[src/hw/rtl/pilc_pkg.sv]
// Shared types, codes and a saturating helper of the photon interval correlator.
`timescale 1ns / 1ps

package pilc_pkg;

    // Input modes as carried in tuser
    localparam logic [1:0] MODE_PHOTON = 2'd0;
    localparam logic [1:0] MODE_LSTART = 2'd1;
    localparam logic [1:0] MODE_LEND   = 2'd2;
    localparam logic [1:0] MODE_READ   = 2'd3;

    // Configuration register indexes
    localparam logic CFG_SAMPLE_TIME = 1'b0;
    localparam logic CFG_DELAY_BINS  = 1'b1;

    localparam int INTERVAL_W = 32;
    localparam int LAG_W      = 5;
    localparam int TICK_W     = 16;
    localparam int DELAY_W    = 6;
    localparam int SUM_W      = 48;
    localparam int CLR_W      = 32;
    localparam int IN_DATA_W  = 40;
    localparam int OUT_DATA_W = 272;

    // Classified command kinds
    typedef enum logic [1:0] {
        K_PHOTON = 2'd0,
        K_LSTART = 2'd1,
        K_LEND   = 2'd2,
        K_READ   = 2'd3
    } t_kind;

    // One queued command word
    typedef struct packed {
        t_kind                   kind;
        logic [INTERVAL_W-1:0]   interval;
        logic [LAG_W-1:0]        lag;
    } t_cmd;

    // Saturating add into a 48-bit sum
    function automatic logic [SUM_W-1:0] sat_add48(input logic [SUM_W-1:0] a,
                                                   input logic [63:0] b);
        logic [SUM_W:0] s;
        s = {1'b0, a} + {1'b0, b[SUM_W-1:0]};
        if ((b[63:SUM_W] != '0) || s[SUM_W]) begin
            return '1;
        end
        return s[SUM_W-1:0];
    endfunction

endpackage

[src/hw/rtl/pilc_front.sv]
// Front end: accepts stream words, classifies the mode and queues commands.
`timescale 1ns / 1ps

module pilc_front (
    input  logic                                i_clk,
    input  logic                                i_rst_n,
    input  logic                                s_axis_tvalid,
    output logic                                s_axis_tready,
    input  logic [pilc_pkg::IN_DATA_W-1:0]      s_axis_tdata,  // interval, lag_index, pad
    input  logic [1:0]                          s_axis_tuser,  // mode
    output logic                                o_cmd_valid,
    input  logic                                i_cmd_ready,
    output pilc_pkg::t_cmd                      o_cmd
);

    pilc_pkg::t_cmd r_q [2];
    logic           r_wp;
    logic           r_rp;
    logic [1:0]     r_cnt;
    pilc_pkg::t_cmd w_cmd;
    logic           w_push;
    logic           w_pop;

    // Classify the incoming word
    always_comb begin
        w_cmd.interval = s_axis_tdata[31:0];
        w_cmd.lag      = s_axis_tdata[36:32];
        case (s_axis_tuser)
            pilc_pkg::MODE_PHOTON: w_cmd.kind = pilc_pkg::K_PHOTON;
            pilc_pkg::MODE_LSTART: w_cmd.kind = pilc_pkg::K_LSTART;
            pilc_pkg::MODE_LEND:   w_cmd.kind = pilc_pkg::K_LEND;
            default:               w_cmd.kind = pilc_pkg::K_READ;
        endcase
    end

    assign s_axis_tready = (r_cnt != 2'd2);
    assign w_push        = s_axis_tvalid && s_axis_tready;
    assign o_cmd_valid   = (r_cnt != 2'd0);
    assign w_pop         = o_cmd_valid && i_cmd_ready;
    assign o_cmd         = r_q[r_rp];

    // Two-word queue storage
    always_ff @(posedge i_clk) begin
        if (w_push) begin
            r_q[r_wp] <= w_cmd;
        end
    end

    // Queue pointers and fill
    always_ff @(posedge i_clk) begin
        if (!i_rst_n) begin
            r_wp  <= 1'b0;
            r_rp  <= 1'b0;
            r_cnt <= 2'd0;
        end else begin
            if (w_push) begin
                r_wp <= ~r_wp;
            end
            if (w_pop) begin
                r_rp <= ~r_rp;
            end
            r_cnt <= r_cnt + {1'b0, w_push} - {1'b0, w_pop};
        end
    end

endmodule

[config.mk]
export PLATFORM = sky130hd
export DESIGN_NAME = pilc_front
export DESIGN_NICKNAME = d
export VERILOG_FILES = /design/src/hw/rtl/pilc_pkg.sv /design/src/hw/rtl/pilc_front.sv
export SDC_FILE = /design/constraint.sdc
export NUM_CORES = 1
export LEC_CHECK = 0
export BUFFER_PORTS_ARGS = -buffer_cell sky130_fd_sc_hd__buf_2
export CORE_MARGIN = 4
export CORE_UTILIZATION = 45
export DETAILED_ROUTE_END_ITERATION = 8
export GPL_ROUTABILITY_DRIVEN = 1
export PLACE_DENSITY = 0.77
export SLEW_MARGIN = 5
export SYNTH_ARGS = -nofsm -noshare
export SYNTH_HDL_FRONTEND = slang
export SYNTH_SLANG_ARGS = --single-unit
[constraint.sdc]
create_clock -name i_clk -period 8.25 [get_ports i_clk]
set_clock_uncertainty 0.15 [all_clocks]
set_input_delay 1.65 -clock i_clk [delete_from_list [all_inputs] [get_ports i_clk]]
set_output_delay 1.65 -clock i_clk [all_outputs]
set_load 0.02 [all_outputs]
==> impl_metrics.yaml <==
run_status:
  status: "finished clean"
layout:
  diodes: 0
  layout.nets: 283
  fillCellCount: 514
  register_area_um2: 2440
  drive_gt1_frac: 0.588
  multi_input_area_um2: 616
  area_growth_pct: 20.9
cts:
  clockRootBuffer: "clkbuf_8"
  post_cts_buffers: 0
  clkTransAtPathRegs_ps: 80
  ctsResizeCount: 0
  cts.sinks: 83
  clk_path_buf_depth: 2
  cts_tree: "done"
  cts_max_level: 3
  cts_made_buffers: 9
  holdBufCountCts: 0
  clk_latency_ps: 340
synth:
  synth_top_area_share: 0.755
  ys_seq_elements: 83
  synthTopCellsByArea: "edfxtp_1 76%, mux2_2 11%, mux2_4 4.8%, dfxtp_1 3.2%, xnor2_1 0.85%"
  yosysSeqAreaShare: 0.787
  async_flop_share: 0
  synth-edff-count: 78
  synth_common_cells: "78 x edfxtp_1, 29 x mux2_2, 10 x mux2_4"
  synth_warnings: 0
  synth_cell_types: 20
  synthCells: 147
  synth_most_common_cell: "edfxtp_1"
  yosys.area.top_type: "edfxtp_1"
  syn_avg_cell_area_um2: 21.1
  synth_area_um2: 3100
  yosys_most_used_dff: "edfxtp_1"
  syn_nets: 195
global_route:
  grt_max_degree: 40
  track_usage: 0.127
  antenna_found_initial: 0
  grt_pass1_vias: 1645
  grt_pass1_wl_um: 8060
  grt.overflow.total: 0
critical_path:
  crit_chain: "mux2_2 > buf_2"
  cp.arrival_ps: 1950
  crit_fanout: 39
  crit_required_ps: 6450
  critPathMaxStageDelay_ps: 1000
  cp_slowest_cell: "dfxtp_2"
  crit_type: "reg -> out"
  cp-end-kind: "output pin"
  crit_path_start_kind: "register"
  regToRegSetupSlack_ps: 6160
drt:
  wl_per_cell_um: 15.9
  drt_iter0_drc: 64
  drt-met1-wl_um: 2050
  top_layer: "met4"
  wl_met2_um: 2510
  final_antenna_net_count: 0
  via_per_inst: 4.92
  drt-pass1-iter-count: 4
  drc: 0
  wl_um: 5040
  via_count: 1561
  wl_met3_um: 415
floorplanning:
  die_width_um: 91.0
  fp.dieH_um: 91.0
  io_pins: 87
  start_util: 0.475
  die_area_um2: 8280
  num_rows: 29
  core_region_area_um2: 6530
sta:
  rsz0062_at_grt: "false"
  finalSetupViolCount: 0
  period_share: 0.455
  fin_crit_ps: 3750
  maxSlewHeadroom: 0.253
  tightestPinTransition_ps: 1120
  hold_violations: 0
  holdWs_ps: 380
  drv_slew: 0
  max_freq_mhz: 266
  finalSetupTns_ps: 0
power_and_ir_drop:
  pwr_density_cell_nw_per_um2: 301
  vdd_drop_max_v: 0.000199
  leakage_nw: 1.42
flow_run:
  max-cap-violations: 0
placed_design:
  gp_congestion: 0.692
  dp_hpwl_um: 3280
  portBuffers: 83
worst_hold_path:
  holdCritPathClass: "reg -> reg"
## final cells by class
type / count / area share
Sequential cell: 83 / 0.652
Multi-Input combinational cell: 57 / 0.164
Timing Repair Buffer: 83 / 0.111
Clock buffer: 9 / 0.0330
Tap cell: 77 / 0.0257
Clock inverter: 7 / 0.0137
Inverter: 1 / 0.00100
## cells by family after synthesis
kind of cell               synth area share
DFF                                   0.787
and+or+nand+nor                      0.0198
AOI/OAI and AO/OA                   0.00242
buffers and inverters                0.0169
adders and majority gates           0.00807
xor gates and xnor gates            0.00847
muxes                                 0.157
## state kept, by name, summed over array words and instances, names as in the netlist, named ones only
signal,flops
r_q,78
r_cnt,2
r_rp,1
r_wp,1
## routing by layer
metal / GRT usage / vias to the layer above
met5: 0 / -
met3: 0.0504 / 6
met2: 0.211 / 64
li1: - / 739
met4: 0.0565 / 0
met1: 0.147 / 752
## stage by stage
stage	power, mW	instances	util	setup WS, ps	instance area (µm²)
CTS	1.15	317	0.574	4430	3750
detailed placement	0.891	301	0.547	4830	3570
global placement	0.883	301	0.547	4830	3570
finish	1.13	317	0.574	4500	3750
global route	1.19	317	0.574	4370	3750
floorplan	0.800	147	-	4270	3100
## critical path: cells and delay by family, from the launching register on
| family | cells | cell delay [ps] |
|---|---|---|
| multiplexers | 1 | 420 |
| buffers and inverters | 1 | 160 |
| flip-flops | 1 | 1000 |
## final timing paths
check	start	endpoint	cells past startpoint
min reg2reg	r_wp	r_wp	2
max reg2reg	r_cnt[0]	r_q[0][28]	3
min	r_wp	r_wp	2
max	register	o_cmd[0]	2
## where the power goes
part           switching, mW  internal (mW)  total [mW]  leakage, nW
Combinational          0.164          0.137       0.301        0.570
Sequential            0.0427          0.530       0.573        0.771
Clock                  0.143          0.110       0.253       0.0759
Total                  0.350          0.777        1.13         1.42
## layout by cell type (no fill, tap or decap)
cell type / Yosys / routed
and2_1: 2 / 2
and3_2: 0 / 1
buf_2: 0 / 83
clkbuf_8: 0 / 9
clkinv_1: 0 / 1
clkinvlp_4: 0 / 4
dfxtp_1: 5 / 4
dfxtp_2: 0 / 1
edfxtp_1: 78 / 78
ha_1: 2 / 2
inv_1: 1 / 1
inv_6: 0 / 2
mux2_2: 29 / 29
mux2_4: 10 / 10
mux2i_1: 1 / 1
nand2_1: 2 / 2
nand2b_1: 2 / 2
nor2_4: 0 / 1
nor2b_1: 2 / 2
o21a_1: 1 / 1
or2_2: 1 / 1
xnor2_1: 3 / 3
Note: power is estimated with default switching activity, not from simulation.
