<file path="config.mk">
export PLATFORM = sky130hd
export DESIGN_NAME = pilc_div
export DESIGN_NICKNAME = d
export VERILOG_FILES = /design/src/hw/rtl/pilc_pkg.sv /design/src/hw/rtl/pilc_div.sv
export SDC_FILE = /design/constraint.sdc
export NUM_CORES = 1
export LEC_CHECK = 0
export ABC_AREA = 1
export CORE_MARGIN = 2
export CORE_UTILIZATION = 39
export DETAILED_ROUTE_END_ITERATION = 7
export DONT_BUFFER_PORTS = 1
export GPL_TIMING_DRIVEN = 1
export PLACE_DENSITY = 0.49
export SETUP_SLACK_MARGIN = 0.3
export SYNTH_ARGS = -nofsm -noshare
export SYNTH_HDL_FRONTEND = slang
export SYNTH_SLANG_ARGS = --single-unit
</file>
<file path="constraint.sdc">
create_clock -name i_clk -period 3 [get_ports i_clk]
set_input_delay 0.6 -clock i_clk [delete_from_list [all_inputs] [get_ports i_clk]]
set_output_delay 0.6 -clock i_clk [all_outputs]
set_load 0.01 [all_outputs]
</file>
<file path="src/hw/rtl/pilc_pkg.sv">
// Shared types, codes and a saturating helper of the photon interval correlator.
`timescale 1ns / 1ps

package pilc_pkg;

    // Input modes as carried in tuser
    localparam logic [1:0] MODE_PHOTON = 2'd0;
    localparam logic [1:0] MODE_LSTART = 2'd1;
    localparam logic [1:0] MODE_LEND   = 2'd2;
    localparam logic [1:0] MODE_READ   = 2'd3;

    // Configuration register indexes
    localparam logic CFG_SAMPLE_TIME = 1'b0;
    localparam logic CFG_DELAY_BINS  = 1'b1;

    localparam int INTERVAL_W = 32;
    localparam int LAG_W      = 5;
    localparam int TICK_W     = 16;
    localparam int DELAY_W    = 6;
    localparam int SUM_W      = 48;
    localparam int CLR_W      = 32;
    localparam int IN_DATA_W  = 40;
    localparam int OUT_DATA_W = 272;

    // Classified command kinds
    typedef enum logic [1:0] {
        K_PHOTON = 2'd0,
        K_LSTART = 2'd1,
        K_LEND   = 2'd2,
        K_READ   = 2'd3
    } t_kind;

    // One queued command word
    typedef struct packed {
        t_kind                   kind;
        logic [INTERVAL_W-1:0]   interval;
        logic [LAG_W-1:0]        lag;
    } t_cmd;

    // Saturating add into a 48-bit sum
    function automatic logic [SUM_W-1:0] sat_add48(input logic [SUM_W-1:0] a,
                                                   input logic [63:0] b);
        logic [SUM_W:0] s;
        s = {1'b0, a} + {1'b0, b[SUM_W-1:0]};
        if ((b[63:SUM_W] != '0) || s[SUM_W]) begin
            return '1;
        end
        return s[SUM_W-1:0];
    endfunction

endpackage

</file>
<file path="src/hw/rtl/pilc_div.sv">
// Restoring divider, one quotient bit a cycle, for gap bin counts.
`timescale 1ns / 1ps

module pilc_div (
    input  logic                              i_clk,
    input  logic                              i_rst_n,
    input  logic                              i_start,
    input  logic [pilc_pkg::INTERVAL_W-1:0]   i_dividend,
    input  logic [pilc_pkg::TICK_W-1:0]       i_divisor,
    output logic                              o_done,
    output logic [pilc_pkg::INTERVAL_W-1:0]   o_quo,
    output logic [pilc_pkg::TICK_W-1:0]       o_rem
);

    logic                                r_busy;
    logic [4:0]                          r_cnt;
    logic [pilc_pkg::INTERVAL_W-1:0]     r_q;
    logic [pilc_pkg::TICK_W-1:0]         r_r;
    logic [pilc_pkg::TICK_W-1:0]         r_d;
    logic [pilc_pkg::TICK_W:0]           w_sh;
    logic [pilc_pkg::TICK_W:0]           w_diff;
    logic                                w_ge;

    // Shift in the next dividend bit and try the subtract
    assign w_sh   = {r_r, r_q[pilc_pkg::INTERVAL_W-1]};
    assign w_diff = w_sh - {1'b0, r_d};
    assign w_ge   = (w_sh >= {1'b0, r_d});

    assign o_done = !r_busy;
    assign o_quo  = r_q;
    assign o_rem  = r_r;

    always_ff @(posedge i_clk) begin
        if (!i_rst_n) begin
            r_busy <= 1'b0;
        end else if (i_start) begin
            r_busy <= 1'b1;
        end else if (r_busy && (r_cnt == 5'd31)) begin
            r_busy <= 1'b0;
        end
    end

    always_ff @(posedge i_clk) begin
        if (i_start) begin
            r_cnt <= 5'd0;
            r_q   <= i_dividend;
            r_r   <= '0;
            r_d   <= i_divisor;
        end else if (r_busy) begin
            r_cnt <= r_cnt + 5'd1;
            r_q   <= {r_q[pilc_pkg::INTERVAL_W-2:0], w_ge};
            r_r   <= w_ge ? w_diff[pilc_pkg::TICK_W-1:0] : w_sh[pilc_pkg::TICK_W-1:0];
        end
    end

endmodule

</file>
==> impl_metrics.py <==
metrics = {
    "outcome": {
        "status": "completed",
    },
    "min_path": {
        "hold_end": "r_cnt[2]$_SDFFE_PP0P_",
        "hold_path_class": "input pin to flip-flop",
        "hold_start": "i_start",
        "hold_depth": 1,
    },
    "critical_path": {
        "reg2regPathDepth": 11,
        "cp_max_fo": 18,
        "critPathRequiredTime_ns": 3.30,
        "startpoint_type": "flip-flop",
        "reg2reg_from": "o_rem[5]$_SDFFE_PP0P_",
        "worstSetupEndpointType": "flip-flop",
        "arrival_ns": 2.43,
        "reg2reg_slack_ns": 0.88,
        "critPathKind": "flip-flop to flip-flop",
        "r2r_end": "o_rem[10]$_SDFFE_PP0P_",
    },
    "drt": {
        "ant_nets": 0,
        "viasPerCell": 4.753,
        "wirelength_mm": 9.137,
        "wl_per_cell_um": 13.93,
        "firstDrtPassIters": 4,
        "drtIter0Drc": 110,
        "num_vias": 3118,
        "post-route-drc-count": 0,
    },
    "clock_tree": {
        "cts_max_path_buffers": 2,
        "cts_sinks": 70,
        "htreeDepth": 3,
        "postCtsHoldBufs": 0,
        "cts_buffers": 9,
        "worstSkewPairLatency_ns": 0.37,
        "clkTransAtPathRegs_ns": 0.08,
        "postCtsSetupBuffers": 0,
        "cts_tree": "built",
        "cts_resized": 0,
        "root_buffer": "clkbuf_8",
    },
    "die": {
        "floorplan.die_area_mm2": 0.01115,
        "io_pins": 100,
        "initial_core_util_pct": 39.53,
        "rows": 37,
        "coreArea_mm2": 0.01018,
        "die_h_um": 105.6,
        "die_w_um": 105.6,
    },
    "synthesis": {
        "synth_ff_type": "edfxtp_1",
        "yosysTopAreaCell": "edfxtp_1",
        "syn_inst": 514,
        "synth_edf_count": 48,
        "synth_seq_cells": 70,
        "postSynthAreaPerCell_um2": 7.833,
        "yosys_warnings": 0,
        "synth_common_cells": "nand2_1 (217), inv_1 (75), edfxtp_1 (48)",
        "synth-async-reset-ratio_pct": 0,
        "synth_top_cells_by_area": "edfxtp_1 (36%), nand2_1 (20%), dfxtp_1 (11%)",
        "synth-seq-area-share_pct": 46.74,
        "netlist-cell-type-count": 37,
        "synth_nets": 584,
        "netlist_area_mm2": 0.004026,
        "synth.most_common_cell": "nand2_1",
        "yosysTopAreaCellShare_pct": 35.80,
    },
    "sta": {
        "slew_violations": 0,
        "min_period_over_period_pct": 70.82,
        "hold_viol": 0,
        "min_period_ns": 2.125,
        "tightest_slew_ns": 0.8946,
        "fmax_mhz": 470.7,
        "setup_viol": 0,
        "grt_setup_unrepaired": "false",
        "fin_ws_ns": 0.8753,
        "maxSlewHeadroom_pct": 40.30,
        "finalClockSkew_ns": 0.01692,
        "hold_slack_ns": 0.3108,
        "setup-tns-final_ns": 0,
    },
    "final_layout": {
        "nets": 585,
        "antenna_cells": 0,
        "drive_above_1_share_pct": 8.269,
        "syn_to_final_growth_pct": 7.209,
    },
    "global_route": {
        "first_global_vias": 3087,
        "overflow": 0,
        "grt_antenna_before_repair": 0,
        "grt_pass1_wl_mm": 15.32,
        "grt.total_usage_pct": 17.73,
        "grt_start_max_net_pins": 53,
    },
    "placed_design": {
        "post-place-ws_ns": 0.8555,
        "dp_hpwl_mm": 6.343,
        "gp_congestion": 0.8753,
        "portBuffers": 0,
    },
    "power": {
        "peakVddDrop_mv": 0.3348,
        "power_mw": 2.088,
        "p_per_area_mw_per_mm2": 483.7,
        "leakage_nw": 2.149,
    },
    "flow_run": {
        "drv_cap": 0,
    },
}
## through the flow
step                      std cells  area (um2)  utilization (%)
final                           656        4317            42.38
after detailed placement        640        4140            40.65
after floorplan                 514        4026                -
after CTS                       656        4317            42.38
after global placement          640        4140            40.65
after global routing            656        4317            42.38
## layout make-up
class	instances	area (um2)
Inverter	77	289.0
Clock buffer	11	141.4
Multi-Input combinational cell	354	1777
Timing Repair Buffer	3	22.52
Fill cell	1072	5868
Tap cell	136	170.2
Sequential cell	70	1882
Clock inverter	5	35.03
## layer usage
| metal | GRT usage (%) | up-vias | wire, um |
|---|---|---|---|
| li1 | - | 1619 | - |
| met1 | 20.87 | 1401 | 3972 |
| met5 | 0 | - | 0 |
| met3 | 8.658 | 9 | 819 |
| met4 | 6.015 | 0 | 117 |
| met2 | 28.25 | 89 | 4228 |
## where the power goes
group	internal (mW)	leakage [nW]	switching [mW]
clock network	0.323	0.0893	0.386
logic	0.0693	1.40	0.131
registers	1.11	0.663	0.0652
total	1.51	2.15	0.582
## logic make-up after synthesis
group	synth area share, %
and+or+nand+nor	34.18
buffers and inverters	9.136
DFF	46.74
adders and majority gates	6.091
AOI/OAI and AO/OA	2.548
xor gates and xnor gates	1.305
## state kept, by name, indices dropped and copies added (netlist names)
name	cells
o_quo	32
r_busy	1
r_d	16
r_cnt	5
o_rem	16
## cell usage in the layout (no fill, tap or decap), types with 2 or more instances in the layout
master,n
dfxtp_1,22
clkinv_4,2
clkinv_2,2
a31oi_1,2
a21oi_1,11
nand3b_1,4
nand2_8,2
inv_1,75
nand3_1,40
ha_1,18
nor3_1,8
buf_4,3
clkbuf_8,10
nand2_2,14
nand4_1,3
nand2_1,217
nand3_2,2
edfxtp_1,48
xnor2_1,5
nor2_1,14
o21ai_0,2
## critical path, stage by stage, from the launching register on
cell,delay [ns]
dfxtp_1,0.44
ha_1,0.32
nand2_1,0.12
nor2_1,0.06
and2_1,0.16
nand3_1,0.09
nand2_2,0.09
nor2_8,0.31
nand2_8,0.19
nand2_1,0.11
nand3_1,0.06
nand2_1,0.09
## how the worst max path moves through the flow
| stage | start | endpoint | slack (ns) | cells after the start |
|---|---|---|---|---|
| global route | o_rem[5]$_SDFFE_PP0P_ | o_rem[14]$_SDFFE_PP0P_ | 0.69 | 11 |
| global placement | o_rem[5]$_SDFFE_PP0P_ | o_rem[13]$_SDFFE_PP0P_ | 0.88 | 11 |
| CTS | o_rem[5]$_SDFFE_PP0P_ | o_rem[10]$_SDFFE_PP0P_ | 0.84 | 11 |
| detailed placement | o_rem[5]$_SDFFE_PP0P_ | o_rem[13]$_SDFFE_PP0P_ | 0.86 | 11 |
| finish | o_rem[5]$_SDFFE_PP0P_ | o_rem[10]$_SDFFE_PP0P_ | 0.88 | 11 |
| floorplan | i_start | o_quo[0]$_DFFE_PP_ | 0.89 | 3 |
(Power assumes the default switching activity.)
